File: src/rtl/lcdns_pkg.sv
// ----------------------------------------------------------------------------
// lcdns_pkg
// types and codes shared by the character lcd nibble sequencer
// ----------------------------------------------------------------------------
package lcdns_pkg;

    // request kinds
    localparam logic [2:0] REQ_INIT    = 3'd0;
    localparam logic [2:0] REQ_COMMAND = 3'd1;
    localparam logic [2:0] REQ_DATA    = 3'd2;
    localparam logic [2:0] REQ_CLEAR   = 3'd3;
    localparam logic [2:0] REQ_CURSOR  = 3'd4;

    // configuration register indexes
    localparam logic [2:0] CFG_POWER_ON_WAIT  = 3'd0;
    localparam logic [2:0] CFG_ENABLE_PHASE   = 3'd1;
    localparam logic [2:0] CFG_COMMAND_SETTLE = 3'd2;
    localparam logic [2:0] CFG_DATA_SETTLE    = 3'd3;
    localparam logic [2:0] CFG_CLEAR_SETTLE   = 3'd4;

    // microcode store geometry and entry points
    localparam int UADDR_W = 6;
    localparam logic [UADDR_W-1:0] ENTRY_INIT = 6'd0;
    localparam logic [UADDR_W-1:0] ENTRY_BYTE = 6'd37;

    // nibble source
    typedef enum logic [1:0] {
        NIB_CONST = 2'd0,
        NIB_HIGH  = 2'd1,
        NIB_LOW   = 2'd2
    } nib_sel_t;

    // hold time source
    typedef enum logic {
        HOLD_PHASE = 1'b0,
        HOLD_POWER = 1'b1
    } hold_sel_t;

    // settle time added to the phase time
    typedef enum logic [2:0] {
        EXTRA_NONE  = 3'd0,
        EXTRA_FIVE  = 3'd1,
        EXTRA_ONE   = 3'd2,
        EXTRA_CMD   = 3'd3,
        EXTRA_CLEAR = 3'd4,
        EXTRA_REQ   = 3'd5
    } extra_sel_t;

    // sequencing of the step counter
    typedef enum logic {
        SEQ_NEXT = 1'b0,
        SEQ_END  = 1'b1
    } seq_t;

    // one control word of the program
    typedef struct packed {
        nib_sel_t   nib_sel;
        logic [3:0] nib_const;
        logic       en;
        hold_sel_t  hold_sel;
        extra_sel_t extra_sel;
        seq_t       seq;
    } ucode_t;

    // configuration register file
    typedef struct packed {
        logic [7:0] power_on_wait;
        logic [3:0] enable_phase;
        logic [3:0] command_settle;
        logic [3:0] data_settle;
        logic [3:0] clear_settle;
    } cfg_t;

    // strobes from the sequencer to the datapath
    typedef struct packed {
        logic load;
        logic advance;
    } seq_ctl_t;

endpackage

File: src/rtl/lcdns_ucode_rom.sv
// ----------------------------------------------------------------------------
// lcdns_ucode_rom
// read-only program: one control word per emitted pin phase
// ----------------------------------------------------------------------------
module lcdns_ucode_rom (
    input  logic [lcdns_pkg::UADDR_W-1:0] addr,
    output lcdns_pkg::ucode_t             word
);
    import lcdns_pkg::*;

    function automatic ucode_t mk(nib_sel_t s, logic [3:0] c, logic en,
                                  extra_sel_t x, seq_t q);
        ucode_t w;
        w.nib_sel   = s;
        w.nib_const = c;
        w.en        = en;
        w.hold_sel  = HOLD_PHASE;
        w.extra_sel = x;
        w.seq       = q;
        return w;
    endfunction

    function automatic ucode_t mk_power(seq_t q);
        ucode_t w;
        w.nib_sel   = NIB_CONST;
        w.nib_const = 4'h0;
        w.en        = 1'b0;
        w.hold_sel  = HOLD_POWER;
        w.extra_sel = EXTRA_NONE;
        w.seq       = q;
        return w;
    endfunction

    // program: init routine at ENTRY_INIT, byte routine at ENTRY_BYTE
    always_comb begin
        case (addr)
            // power-on wait
            6'd0:  word = mk_power(SEQ_NEXT);
            // wake-up nibbles 0x3, 0x3, 0x3, then 0x2 for 4-bit mode
            6'd1:  word = mk(NIB_CONST, 4'h3, 1'b0, EXTRA_NONE,  SEQ_NEXT);
            6'd2:  word = mk(NIB_CONST, 4'h3, 1'b1, EXTRA_NONE,  SEQ_NEXT);
            6'd3:  word = mk(NIB_CONST, 4'h3, 1'b0, EXTRA_FIVE,  SEQ_NEXT);
            6'd4:  word = mk(NIB_CONST, 4'h3, 1'b0, EXTRA_NONE,  SEQ_NEXT);
            6'd5:  word = mk(NIB_CONST, 4'h3, 1'b1, EXTRA_NONE,  SEQ_NEXT);
            6'd6:  word = mk(NIB_CONST, 4'h3, 1'b0, EXTRA_ONE,   SEQ_NEXT);
            6'd7:  word = mk(NIB_CONST, 4'h3, 1'b0, EXTRA_NONE,  SEQ_NEXT);
            6'd8:  word = mk(NIB_CONST, 4'h3, 1'b1, EXTRA_NONE,  SEQ_NEXT);
            6'd9:  word = mk(NIB_CONST, 4'h3, 1'b0, EXTRA_ONE,   SEQ_NEXT);
            6'd10: word = mk(NIB_CONST, 4'h2, 1'b0, EXTRA_NONE,  SEQ_NEXT);
            6'd11: word = mk(NIB_CONST, 4'h2, 1'b1, EXTRA_NONE,  SEQ_NEXT);
            6'd12: word = mk(NIB_CONST, 4'h2, 1'b0, EXTRA_NONE,  SEQ_NEXT);
            // function set 0x28
            6'd13: word = mk(NIB_CONST, 4'h2, 1'b0, EXTRA_NONE,  SEQ_NEXT);
            6'd14: word = mk(NIB_CONST, 4'h2, 1'b1, EXTRA_NONE,  SEQ_NEXT);
            6'd15: word = mk(NIB_CONST, 4'h2, 1'b0, EXTRA_NONE,  SEQ_NEXT);
            6'd16: word = mk(NIB_CONST, 4'h8, 1'b0, EXTRA_NONE,  SEQ_NEXT);
            6'd17: word = mk(NIB_CONST, 4'h8, 1'b1, EXTRA_NONE,  SEQ_NEXT);
            6'd18: word = mk(NIB_CONST, 4'h8, 1'b0, EXTRA_CMD,   SEQ_NEXT);
            // display on 0x0C
            6'd19: word = mk(NIB_CONST, 4'h0, 1'b0, EXTRA_NONE,  SEQ_NEXT);
            6'd20: word = mk(NIB_CONST, 4'h0, 1'b1, EXTRA_NONE,  SEQ_NEXT);
            6'd21: word = mk(NIB_CONST, 4'h0, 1'b0, EXTRA_NONE,  SEQ_NEXT);
            6'd22: word = mk(NIB_CONST, 4'hC, 1'b0, EXTRA_NONE,  SEQ_NEXT);
            6'd23: word = mk(NIB_CONST, 4'hC, 1'b1, EXTRA_NONE,  SEQ_NEXT);
            6'd24: word = mk(NIB_CONST, 4'hC, 1'b0, EXTRA_CMD,   SEQ_NEXT);
            // clear display 0x01
            6'd25: word = mk(NIB_CONST, 4'h0, 1'b0, EXTRA_NONE,  SEQ_NEXT);
            6'd26: word = mk(NIB_CONST, 4'h0, 1'b1, EXTRA_NONE,  SEQ_NEXT);
            6'd27: word = mk(NIB_CONST, 4'h0, 1'b0, EXTRA_NONE,  SEQ_NEXT);
            6'd28: word = mk(NIB_CONST, 4'h1, 1'b0, EXTRA_NONE,  SEQ_NEXT);
            6'd29: word = mk(NIB_CONST, 4'h1, 1'b1, EXTRA_NONE,  SEQ_NEXT);
            6'd30: word = mk(NIB_CONST, 4'h1, 1'b0, EXTRA_CLEAR, SEQ_NEXT);
            // entry mode 0x06
            6'd31: word = mk(NIB_CONST, 4'h0, 1'b0, EXTRA_NONE,  SEQ_NEXT);
            6'd32: word = mk(NIB_CONST, 4'h0, 1'b1, EXTRA_NONE,  SEQ_NEXT);
            6'd33: word = mk(NIB_CONST, 4'h0, 1'b0, EXTRA_NONE,  SEQ_NEXT);
            6'd34: word = mk(NIB_CONST, 4'h6, 1'b0, EXTRA_NONE,  SEQ_NEXT);
            6'd35: word = mk(NIB_CONST, 4'h6, 1'b1, EXTRA_NONE,  SEQ_NEXT);
            6'd36: word = mk(NIB_CONST, 4'h6, 1'b0, EXTRA_CMD,   SEQ_END);
            // generic byte from the request context
            6'd37: word = mk(NIB_HIGH,  4'h0, 1'b0, EXTRA_NONE,  SEQ_NEXT);
            6'd38: word = mk(NIB_HIGH,  4'h0, 1'b1, EXTRA_NONE,  SEQ_NEXT);
            6'd39: word = mk(NIB_HIGH,  4'h0, 1'b0, EXTRA_NONE,  SEQ_NEXT);
            6'd40: word = mk(NIB_LOW,   4'h0, 1'b0, EXTRA_NONE,  SEQ_NEXT);
            6'd41: word = mk(NIB_LOW,   4'h0, 1'b1, EXTRA_NONE,  SEQ_NEXT);
            6'd42: word = mk(NIB_LOW,   4'h0, 1'b0, EXTRA_REQ,   SEQ_END);
            // unused addresses end the routine
            default: word = mk_power(SEQ_END);
        endcase
    end

endmodule

File: src/rtl/lcdns_sequencer.sv
// ----------------------------------------------------------------------------
// lcdns_sequencer
// step counter, request dispatch and output valid control
// ----------------------------------------------------------------------------
module lcdns_sequencer (
    input  logic                          aclk,
    input  logic                          aresetn,
    input  logic                          s_valid,
    output logic                          s_ready,
    input  logic [2:0]                    s_req_type,
    output logic                          m_valid,
    input  logic                          m_ready,
    input  lcdns_pkg::ucode_t             uword,
    output logic [lcdns_pkg::UADDR_W-1:0] pc,
    output lcdns_pkg::seq_ctl_t           ctl
);
    import lcdns_pkg::*;

    logic               busy_reg, busy_next;
    logic [UADDR_W-1:0] pc_reg, pc_next;
    logic               out_valid_reg, out_valid_next;
    logic               req_ok;

    assign s_ready = !busy_reg;
    assign m_valid = out_valid_reg;
    assign pc      = pc_reg;
    assign req_ok  = (s_req_type inside {[REQ_INIT:REQ_CURSOR]});

    // transfer strobes: load context on accept, step when output slot is free
    assign ctl.load    = s_valid && !busy_reg;
    assign ctl.advance = busy_reg && (!out_valid_reg || m_ready);

    // dispatch and step
    always_comb begin
        busy_next = busy_reg;
        pc_next   = pc_reg;
        if (ctl.load && req_ok) begin
            busy_next = 1'b1;
            pc_next   = (s_req_type == REQ_INIT) ? ENTRY_INIT : ENTRY_BYTE;
        end else if (ctl.advance) begin
            if (uword.seq == SEQ_END) begin
                busy_next = 1'b0;
            end else begin
                pc_next = pc_reg + 1'b1;
            end
        end
    end

    // output slot occupancy
    always_comb begin
        out_valid_next = out_valid_reg;
        if (ctl.advance) begin
            out_valid_next = 1'b1;
        end else if (m_ready) begin
            out_valid_next = 1'b0;
        end
    end

    always_ff @(posedge aclk) begin
        if (!aresetn) begin
            busy_reg      <= 1'b0;
            pc_reg        <= ENTRY_INIT;
            out_valid_reg <= 1'b0;
        end else begin
            busy_reg      <= busy_next;
            pc_reg        <= pc_next;
            out_valid_reg <= out_valid_next;
        end
    end

endmodule

File: src/rtl/lcdns_datapath.sv
// ----------------------------------------------------------------------------
// lcdns_datapath
// request context and phase formation into the output register
// ----------------------------------------------------------------------------
module lcdns_datapath (
    input  logic                aclk,
    input  lcdns_pkg::cfg_t     cfg,
    input  lcdns_pkg::seq_ctl_t ctl,
    input  lcdns_pkg::ucode_t   uword,
    input  logic [2:0]          s_req_type,
    input  logic [7:0]          s_byte_value,
    input  logic [5:0]          s_column,
    input  logic [1:0]          s_line_index,
    output logic                m_reg_select,
    output logic [3:0]          m_data_nibble,
    output logic                m_enable_level,
    output logic [8:0]          m_hold_ms,
    output logic                m_last_phase
);
    import lcdns_pkg::*;

    localparam logic [7:0] CMD_CLEAR_DISPLAY = 8'h01;
    localparam logic [7:0] CMD_SET_DDRAM     = 8'h80;

    logic       rs_reg;
    logic [7:0] byte_reg;
    logic [4:0] extra_reg;

    logic       rs_next;
    logic [7:0] byte_next;
    logic [4:0] extra_next;
    logic [7:0] row_base;
    logic [4:0] clear_sum;

    logic [3:0] nib;
    logic [4:0] extra;
    logic [8:0] hold;

    assign clear_sum = {1'b0, cfg.command_settle} + {1'b0, cfg.clear_settle};

    // ddram address of the first column of each row
    always_comb begin
        case (s_line_index)
            2'd0:    row_base = 8'h00;
            2'd1:    row_base = 8'h40;
            2'd2:    row_base = 8'h14;
            default: row_base = 8'h54;
        endcase
    end

    // request context: rs level, byte to send, settle after the byte
    always_comb begin
        rs_next    = (s_req_type == REQ_DATA);
        byte_next  = s_byte_value;
        extra_next = {1'b0, cfg.command_settle};
        case (s_req_type)
            REQ_DATA: begin
                extra_next = {1'b0, cfg.data_settle};
            end
            REQ_CLEAR: begin
                byte_next  = CMD_CLEAR_DISPLAY;
                extra_next = clear_sum;
            end
            REQ_CURSOR: begin
                byte_next = CMD_SET_DDRAM | ({2'b00, s_column} + row_base);
            end
            default: begin
                byte_next = s_byte_value;
            end
        endcase
    end

    always_ff @(posedge aclk) begin
        if (ctl.load) begin
            rs_reg    <= rs_next;
            byte_reg  <= byte_next;
            extra_reg <= extra_next;
        end
    end

    // nibble source
    always_comb begin
        case (uword.nib_sel)
            NIB_HIGH: nib = byte_reg[7:4];
            NIB_LOW:  nib = byte_reg[3:0];
            default:  nib = uword.nib_const;
        endcase
    end

    // settle time folded into the hold
    always_comb begin
        case (uword.extra_sel)
            EXTRA_FIVE:  extra = 5'd5;
            EXTRA_ONE:   extra = 5'd1;
            EXTRA_CMD:   extra = {1'b0, cfg.command_settle};
            EXTRA_CLEAR: extra = clear_sum;
            EXTRA_REQ:   extra = extra_reg;
            default:     extra = 5'd0;
        endcase
    end

    assign hold = (uword.hold_sel == HOLD_POWER) ? {1'b0, cfg.power_on_wait}
                : ({5'd0, cfg.enable_phase} + {4'd0, extra});

    // output register, loaded on each step
    always_ff @(posedge aclk) begin
        if (ctl.advance) begin
            m_reg_select   <= rs_reg;
            m_data_nibble  <= nib;
            m_enable_level <= uword.en;
            m_hold_ms      <= hold;
            m_last_phase   <= (uword.seq == SEQ_END);
        end
    end

endmodule

File: src/rtl/char_lcd_nibble_sequencer_top.sv
// ----------------------------------------------------------------------------
// char_lcd_nibble_sequencer_top
// hd44780-style 4-bit bus sequencer: requests in, timed pin phases out
// ----------------------------------------------------------------------------
// Usage:
//   s_* channel takes one request per transfer (init, command, data, clear,
//   set cursor). m_* channel gives one pin phase per transfer: rs, d4..d7,
//   en and a hold time in ms; last_phase marks the final phase of a request.
//   cfg_we/cfg_index/cfg_wdata write the timing registers; write them only
//   while the block is idle. Indexes 5 to 7 are ignored.
// Timing:
//   The step counter walks one microcode word per cycle while the output
//   register is free or being taken, one word per phase. Init gives 37
//   phases, the other requests 6 each. An accept loads the busy flag and
//   step counter; the first phase then steps into the output register.
//   Request kinds 5 to 7 are accepted and give no phase.
//   s_ready is low from the accept until the last phase is in the output
//   register, so the next request can be taken while that phase waits.
// Reset and stall:
//   Reset restores the default timing and drops any request in progress.
//   A stalled receiver holds the output register and freezes the counter.
// ----------------------------------------------------------------------------
module char_lcd_nibble_sequencer_top (
    input  logic       aclk,
    input  logic       aresetn,
    input  logic       cfg_we,
    input  logic [2:0] cfg_index,
    input  logic [7:0] cfg_wdata,
    input  logic       s_valid,
    output logic       s_ready,
    input  logic [2:0] s_req_type,
    input  logic [7:0] s_byte_value,
    input  logic [5:0] s_column,
    input  logic [1:0] s_line_index,
    output logic       m_valid,
    input  logic       m_ready,
    output logic       m_reg_select,
    output logic [3:0] m_data_nibble,
    output logic       m_enable_level,
    output logic [8:0] m_hold_ms,
    output logic       m_last_phase
);
    import lcdns_pkg::*;

    cfg_t               cfg_reg;
    ucode_t             uword;
    logic [UADDR_W-1:0] pc;
    seq_ctl_t           ctl;

    // timing registers
    always_ff @(posedge aclk) begin
        if (!aresetn) begin
            cfg_reg.power_on_wait  <= 8'd50;
            cfg_reg.enable_phase   <= 4'd1;
            cfg_reg.command_settle <= 4'd2;
            cfg_reg.data_settle    <= 4'd1;
            cfg_reg.clear_settle   <= 4'd2;
        end else if (cfg_we) begin
            case (cfg_index)
                CFG_POWER_ON_WAIT:  cfg_reg.power_on_wait  <= cfg_wdata;
                CFG_ENABLE_PHASE:   cfg_reg.enable_phase   <= cfg_wdata[3:0];
                CFG_COMMAND_SETTLE: cfg_reg.command_settle <= cfg_wdata[3:0];
                CFG_DATA_SETTLE:    cfg_reg.data_settle    <= cfg_wdata[3:0];
                CFG_CLEAR_SETTLE:   cfg_reg.clear_settle   <= cfg_wdata[3:0];
                default: ;
            endcase
        end
    end

    // program store
    lcdns_ucode_rom u_rom (
        .addr (pc),
        .word (uword)
    );

    // step counter and handshake control
    lcdns_sequencer u_seq (
        .aclk       (aclk),
        .aresetn    (aresetn),
        .s_valid    (s_valid),
        .s_ready    (s_ready),
        .s_req_type (s_req_type),
        .m_valid    (m_valid),
        .m_ready    (m_ready),
        .uword      (uword),
        .pc         (pc),
        .ctl        (ctl)
    );

    // context and phase datapath
    lcdns_datapath u_dp (
        .aclk           (aclk),
        .cfg            (cfg_reg),
        .ctl            (ctl),
        .uword          (uword),
        .s_req_type     (s_req_type),
        .s_byte_value   (s_byte_value),
        .s_column       (s_column),
        .s_line_index   (s_line_index),
        .m_reg_select   (m_reg_select),
        .m_data_nibble  (m_data_nibble),
        .m_enable_level (m_enable_level),
        .m_hold_ms      (m_hold_ms),
        .m_last_phase   (m_last_phase)
    );

endmodule

File: config.mk
export PLATFORM = sky130hd
export DESIGN_NAME = char_lcd_nibble_sequencer_top
export DESIGN_NICKNAME = d
export VERILOG_FILES = /design/src/rtl/lcdns_pkg.sv /design/src/rtl/lcdns_ucode_rom.sv /design/src/rtl/lcdns_sequencer.sv /design/src/rtl/lcdns_datapath.sv /design/src/rtl/char_lcd_nibble_sequencer_top.sv
export SDC_FILE = /design/constraint.sdc
export NUM_CORES = 1
export LEC_CHECK = 0
export BUFFER_PORTS_ARGS = -buffer_cell sky130_fd_sc_hd__buf_2
export CAP_MARGIN = 25
export CORE_UTILIZATION = 54
export CTS_BUF_LIST = sky130_fd_sc_hd__clkbuf_4
export CTS_CLUSTER_SIZE = 14
export DETAILED_ROUTE_END_ITERATION = 7
export PLACE_DENSITY_LB_ADDON = 0.3
export SLEW_MARGIN = 30
export SYNTH_ARGS = -nofsm -noshare
export SYNTH_HDL_FRONTEND = slang
export SYNTH_HIERARCHICAL = 1
export SYNTH_SLANG_ARGS = --single-unit
export TNS_END_PERCENT = 1
File: constraint.sdc
create_clock -name aclk -period 3.2 [get_ports aclk]
set_input_delay 0.16 -clock aclk [delete_from_list [all_inputs] [get_ports aclk]]
set_output_delay 0.16 -clock aclk [all_outputs]
set_load 0.03 [all_outputs]
## Yosys cells after proc, flatten, opt, wreduce, memory -nomap -nowiden

Memories as Yosys holds them, arrays and structs flattened. A register that Yosys moved wholly into a read port is not among the register bits.
Cells that the tools add are included.

- Reduce and logical (&&, ||, !) cells: 20
- $add $sub $neg: 4
- Multiplexer cells: 17
- Order comparisons: 2
- Equality and inequality tests: 17

Operators with widths:

| cell | number |
|---|---|
| $mux 6 | 6 |
| $pmux 5 s5 | 1 |
| $pmux 7 s3 | 1 |
| $eq 3x2->1 const B | 6 |
| $pmux 8 s2 | 1 |
| $reduce_and 2->1 | 7 |
| $eq 3x3->1 const B | 4 |
| $pmux 5 s2 | 1 |
| $mux 8 | 1 |
| $pmux 4 s2 | 1 |
| $add 6x7->7 | 1 |
| $add 4x5->6 | 1 |
| $add 6x1->6 const B | 1 |
| $eq 3x1->1 const B | 2 |
| $logic_not 3->1 | 2 |
| $reduce_bool 2->1 | 3 |
| $add 4x4->5 | 1 |
| $mux 1 | 5 |
| $eq 2x1->1 const B | 2 |
| $eq 2x2->1 const B | 2 |
| $logic_and 1x1->1 | 4 |
| $ge 3x1->1 const B | 1 |
| $le 3x3->1 const B | 1 |
| $logic_not 1->1 | 2 |
| 3 further kinds | 3 |

- Memory bits (read-only): 768
- Input port bits: 35
- Output and inout port bits: 18
- Memories: 1
- Flip-flop bits (word level): 62
- Word-level logic and storage cells: 78

Memories:

| memory | depth | width | read ports | clocked after memory_dff | write ports | line | RTL |
|---|---|---|---|---|---|---|---|
| (name not given) | 64 | 12 | 1 | 1 | 0 | lcdns_ucode_rom.sv:36 | `case (addr)` |

## Longest topological paths before layout

- Depth after elaboration: 7
- Mapped depth: 18
- Gate-level depth less buffers: 16

## By module

Netlist, hierarchy kept.

Modules (own cells, without submodules):

| module | seq. area each (um^2) | cells each | instances | area each (um^2) |
|---|---|---|---|---|
| lcdns_datapath | 870.8 | 180 | 1 | 1854.3 |
| char_lcd_nibble_sequencer_top | 480.5 | 94 | 1 | 972.2 |
| lcdns_ucode_rom | 0.0 | 78 | 1 | 560.5 |
| lcdns_sequencer | 160.2 | 52 | 1 | 460.4 |

## Worst setup path before layout

No wires, ideal clock.

- Kind: register -> register
- Start point: register u_seq/pc[1] (netlist name)
- End point: register u_dp.m_hold_ms[4], data pin
- Buffers on the path: 2
- Arrival: 3.098 ns
- Clock period less this slack: 3.366 ns
- Cell stages (with the launch flop): 18
- Setup slack: -0.166 ns
- Required time: 2.932 ns
- Path through: dfxtp_1 -> inv_1 -> ha_1 -> buf_2 -> mux2_2 -> a22oi_1 -> o32ai_1 -> buf_2 -> nor2b_1 -> o21ai_0 -> o311a_1 -> ha_1 -> inv_1 -> fa_1 -> nand2b_1 -> a21oi_1 -> and3_1 -> o31ai_2

RTL lines:

| element | line | RTL |
|---|---|---|
| end signal: assignment | lcdns_datapath.sv:111 | `m_hold_ms <= hold;` |
| end: declaration | lcdns_datapath.sv:17 | `output logic [8:0] m_hold_ms,` |

==> out/results.tsv <==
stage	metric	value	unit
logic_synthesis	ys_ff_latch	61	
timing	report.final.slew_viol_count	0	
logic_synthesis	yosysTopAreaCell	edfxtp_1	
min_path	holdCritPathClass	in2reg	
drt	wl_met1	3650	um
layout	finish.utilization	65.1	%
clock_tree	clk_latency	0.41	ns
timing	hold_viol	0	
worst_setup_path	path_buf_inv	2	
clock_tree	htreeDepth	3	
worst_setup_path	regToRegSetupSlack	0.10	ns
timing	finClkSkew	0.00274	ns
outcome	outcome	complete, no violations	
layout	nets	515	
grt	antenna_found_initial	0	
placement	place_congestion	0.831	
worst_setup_path	critPathMaxStageDelay	0.40	ns
worst_setup_path	reg2regPathDepth	15	
layout	area_delta_synth_final	15.5	%
worst_setup_path	crit_path_top_delay_cell	dfxtp_4	
logic_synthesis	yosys_warnings	6	
timing	timing.fmax	323	MHz
worst_setup_path	critical-path-top-delay-family	compound AO/OA/AOI/OAI gates	
logic_synthesis	synth_enable_flop_cells	29	
clock_tree	cts_tree	done	
logic_synthesis	synth_cell_types	68	
layout	largest_register_ff_count	24	
logic_synthesis	synth_ff_type	dfxtp_1	
timing	worst_slack	0.103	ns
worst_setup_path	crit_path_start_kind	flop	
worst_setup_path	cp-end-kind	flop	
pwr	p_clk_share	33.7	%
drt	vias_per_cell	5.55	
drt	drt_wl_total	7960	um
placement	place_ws	0.00192	ns
floorplan	rows	30	
worst_setup_path	crit_chain	inv_1 > ha_2 > mux2_2 > a22oi_2 > o32ai_4 > nor2b_1 > o21ai_0 > o311a_1 > ha_2 > inv_1 > fa_2 > nand2b_4 > a21oi_2 > and3_1 > o31ai_2	
timing	rsz0062_at_grt	yes	
clock_tree	cts_buffers	9	
grt	grt_pass1_wl	13300	um
floorplan	ioPinCount	53	
layout	insertedDiodeCount	0	
floorplan	initial_utilization	56.3	%
timing	worst_slew_margin_rel	53.0	%
timing	tightest_slew	0.702	ns
logic_synthesis	synth.net_count	460	
pwr	power_frac_comb	16.7	%
clock_tree	cts_buffer_depth	2	
timing	setup_viol	0	
drt	ant_nets	0	
logic_synthesis	synth_area	0.00385	mm2
grt	grt.total_usage	22.9	%
flow_run	maxCapViolCount	0	
logic_synthesis	synth.area.top_cells	edfxtp_1 (23%), dfxtp_1 (17%), mux2i_1 (7.8%)	
pwr	switching_share	27.2	%
pwr	peakVddDrop	301	uV
drt	wl_met2	3800	um
worst_setup_path	crit_required	3.37	ns
worst_setup_path	cp_max_fo	8	
logic_synthesis	synth.top_cell.area_share	22.6	%
timing	finalSetupTns	0	ns
placement	dp_hpwl	5790	um
drt	wl_met3	282	um
drt	drt_iter0_markers	112	
clock_tree	cts_root_buffer	clkbuf_4	
clock_tree	clk_pin_slew_worst_paths	0.10	ns
logic_synthesis	syn_avg_cell_area	9.52	um2
placement	io_buffers	51	
worst_setup_path	critPathArrivalTime	3.27	ns
floorplan	die_w	86.4	um
worst_setup_path	startpoint	u_seq/pc[1]	
logic_synthesis	async_flop_share	0	%
worst_setup_path	r2r_end	u_dp/m_hold_ms[4]	
logic_synthesis	synth_common_cells	nand2_1 (51), dfxtp_1 (32), mux2i_1 (30), edfxtp_1 (29), nor2_1 (27)	
grt	grt_pass1_vias	2862	
drt	dr.max_layer_used	met4	
drt	dr_total_vias	3108	
pwr	p_int	1.30	mW
floorplan	core_area	0.00683	mm2
worst_setup_path	crit_end	u_dp/m_hold_ms[4]	
clock_tree	clkSinkCount	61	
logic_synthesis	synth.most_common_cell	nand2_1	
drt	drc	0	
pwr	p_leak	1.79	nW
logic_synthesis	synth_seq_area_share	39.3	%
pwr	powerDensity	401	mW/mm2
floorplan	die_h	86.4	um
worst_setup_path	crit_type	reg2reg	
timing	finalCritPeriodShare	96.8	%
pwr	netSwitchingPower	485	uW
worst_setup_path	path_depth	15	
timing	finalCriticalPeriod	3.10	ns
grt	grt_max_degree	41	
grt	overflow	0	
worst_setup_path	reg2reg_from	u_seq/pc[1]	
pwr	seqPwrFrac	49.6	%
drt	drt-pass1-iter-count	4	
drt	wire_per_inst	14.2	um
floorplan	die-area	0.00747	mm2
logic_synthesis	synthCells	404	
layout	num-fill-cells	582	
layout	drive_gt1_share	25.6	%
## per-stage QoR
| stage | instances | area, um2 | hold WS, ns | power (mW) |
|---|---|---|---|---|
| after floorplan | 404 | 3870 | 0.277 | 1.10 |
| after global placement | 536 | 4150 | 0.401 | 1.18 |
| after detailed placement | 536 | 4160 | 0.421 | 1.18 |
| after CTS | 554 | 4340 | 0.00450 | 1.78 |
| after global routing | 560 | 4440 | 0.0318 | 1.87 |
| final | 560 | 4440 | 0.0122 | 1.78 |
## cells by family (layout without fill, tap and decap cells)
kind of cell	after synthesis	count (layout)	share of synthesized area, %
AND/OR/NAND/NOR	150	150	21.0
AO/OA/AOI/OAI	90	90	15.5
flip-flops	61	61	39.3
buffers and inverters	39	99	6.15
multiplexers	33	33	8.68
adder cells (fa/ha/maj)	21	21	7.22
XOR/XNOR	9	9	2.05
other	1	1	0.0975
## how the worst min path moves through the flow
stage / startpoint / endpoint / slack [ns] / cells after the start
floorplan: aresetn / u_seq/pc[0] / 0.28 / 2
global placement: u_dp/rs_reg / u_dp/m_reg_select / 0.40 / 0
detailed placement: cfg_wdata[6] / cfg_reg[22] / 0.42 / 3
CTS: cfg_wdata[4] / cfg_reg[20] / 0.005 / 3
global route: cfg_wdata[1] / cfg_reg[13] / 0.03 / 3
finish: cfg_wdata[4] / cfg_reg[20] / 0.01 / 3
## cells in the final DEF (no fill, tap or decap), drive strengths merged, types with 3 or more instances in the layout
cell type	Yosys	routed
buf	19	67
o21a	5	5
xnor2	5	5
o22ai	5	5
nand2b	10	10
and2	4	4
a22oi	7	7
dfxtp	32	32
mux2i	30	30
clkinv	0	4
nor2	29	29
nand3	8	8
xor2	4	4
o21ai	20	20
o31ai	6	6
inv	14	15
nand2	51	51
clkbuf	6	9
edfxtp	29	29
or2b	3	3
a21o	4	4
mux2	3	3
a21oi	21	21
a221oi	3	3
o32ai	3	3
a211oi	3	3
a31oi	3	3
ha	19	19
nor3	6	6
nor2b	21	21
## power by group through the flow
stage                     clock network, mW  registers [mW]  logic, mW
after floorplan                           0           0.922      0.177
after global placement                    0           0.900      0.275
after detailed placement                  0           0.902      0.281
after CTS                             0.612           0.884      0.286
after global routing                  0.652           0.887      0.327
final                                 0.601           0.883      0.297
## area by class of cell
cell class	count	area [um2]	share of cell area [%]
inverter	14	55.1	1.24
multi-input combinational	304	2200	49.4
sequential	61	1520	34.2
clock buffer	9	67.6	1.52
clock inverter	7	88.8	2.00
timing repair buffer	69	395	8.90
tap	96	120	2.70
## worst register-to-register path, stage by stage, from the launching register on
cell and delay (ns):
dfxtp_4 0.40, inv_1 0.08, ha_2 0.20, mux2_2 0.27, a22oi_2 0.19, o32ai_4 0.13, nor2b_1 0.15, o21ai_0 0.14
o311a_1 0.20, ha_2 0.18, inv_1 0.06, fa_2 0.35, nand2b_4 0.15, a21oi_2 0.13, and3_1 0.18, o31ai_2 0.06
## metal layers
layer  up-vias  track usage (%)
met4         0             10.6
met5         -                0
met2        69             36.5
met1      1465             30.5
li1       1555                -
met3        19             3.90
## what timing repair did
action / CTS / global route
buffers inserted: 0 / 6
resized for setup: 2 / 12
pin swaps: 0 / 6
hold endpoints to repair: 2 / 0
setup endpoints to repair: 1 / 3
hold buffers: 2 / 0
Note: power is estimated with default switching activity, not from simulation.
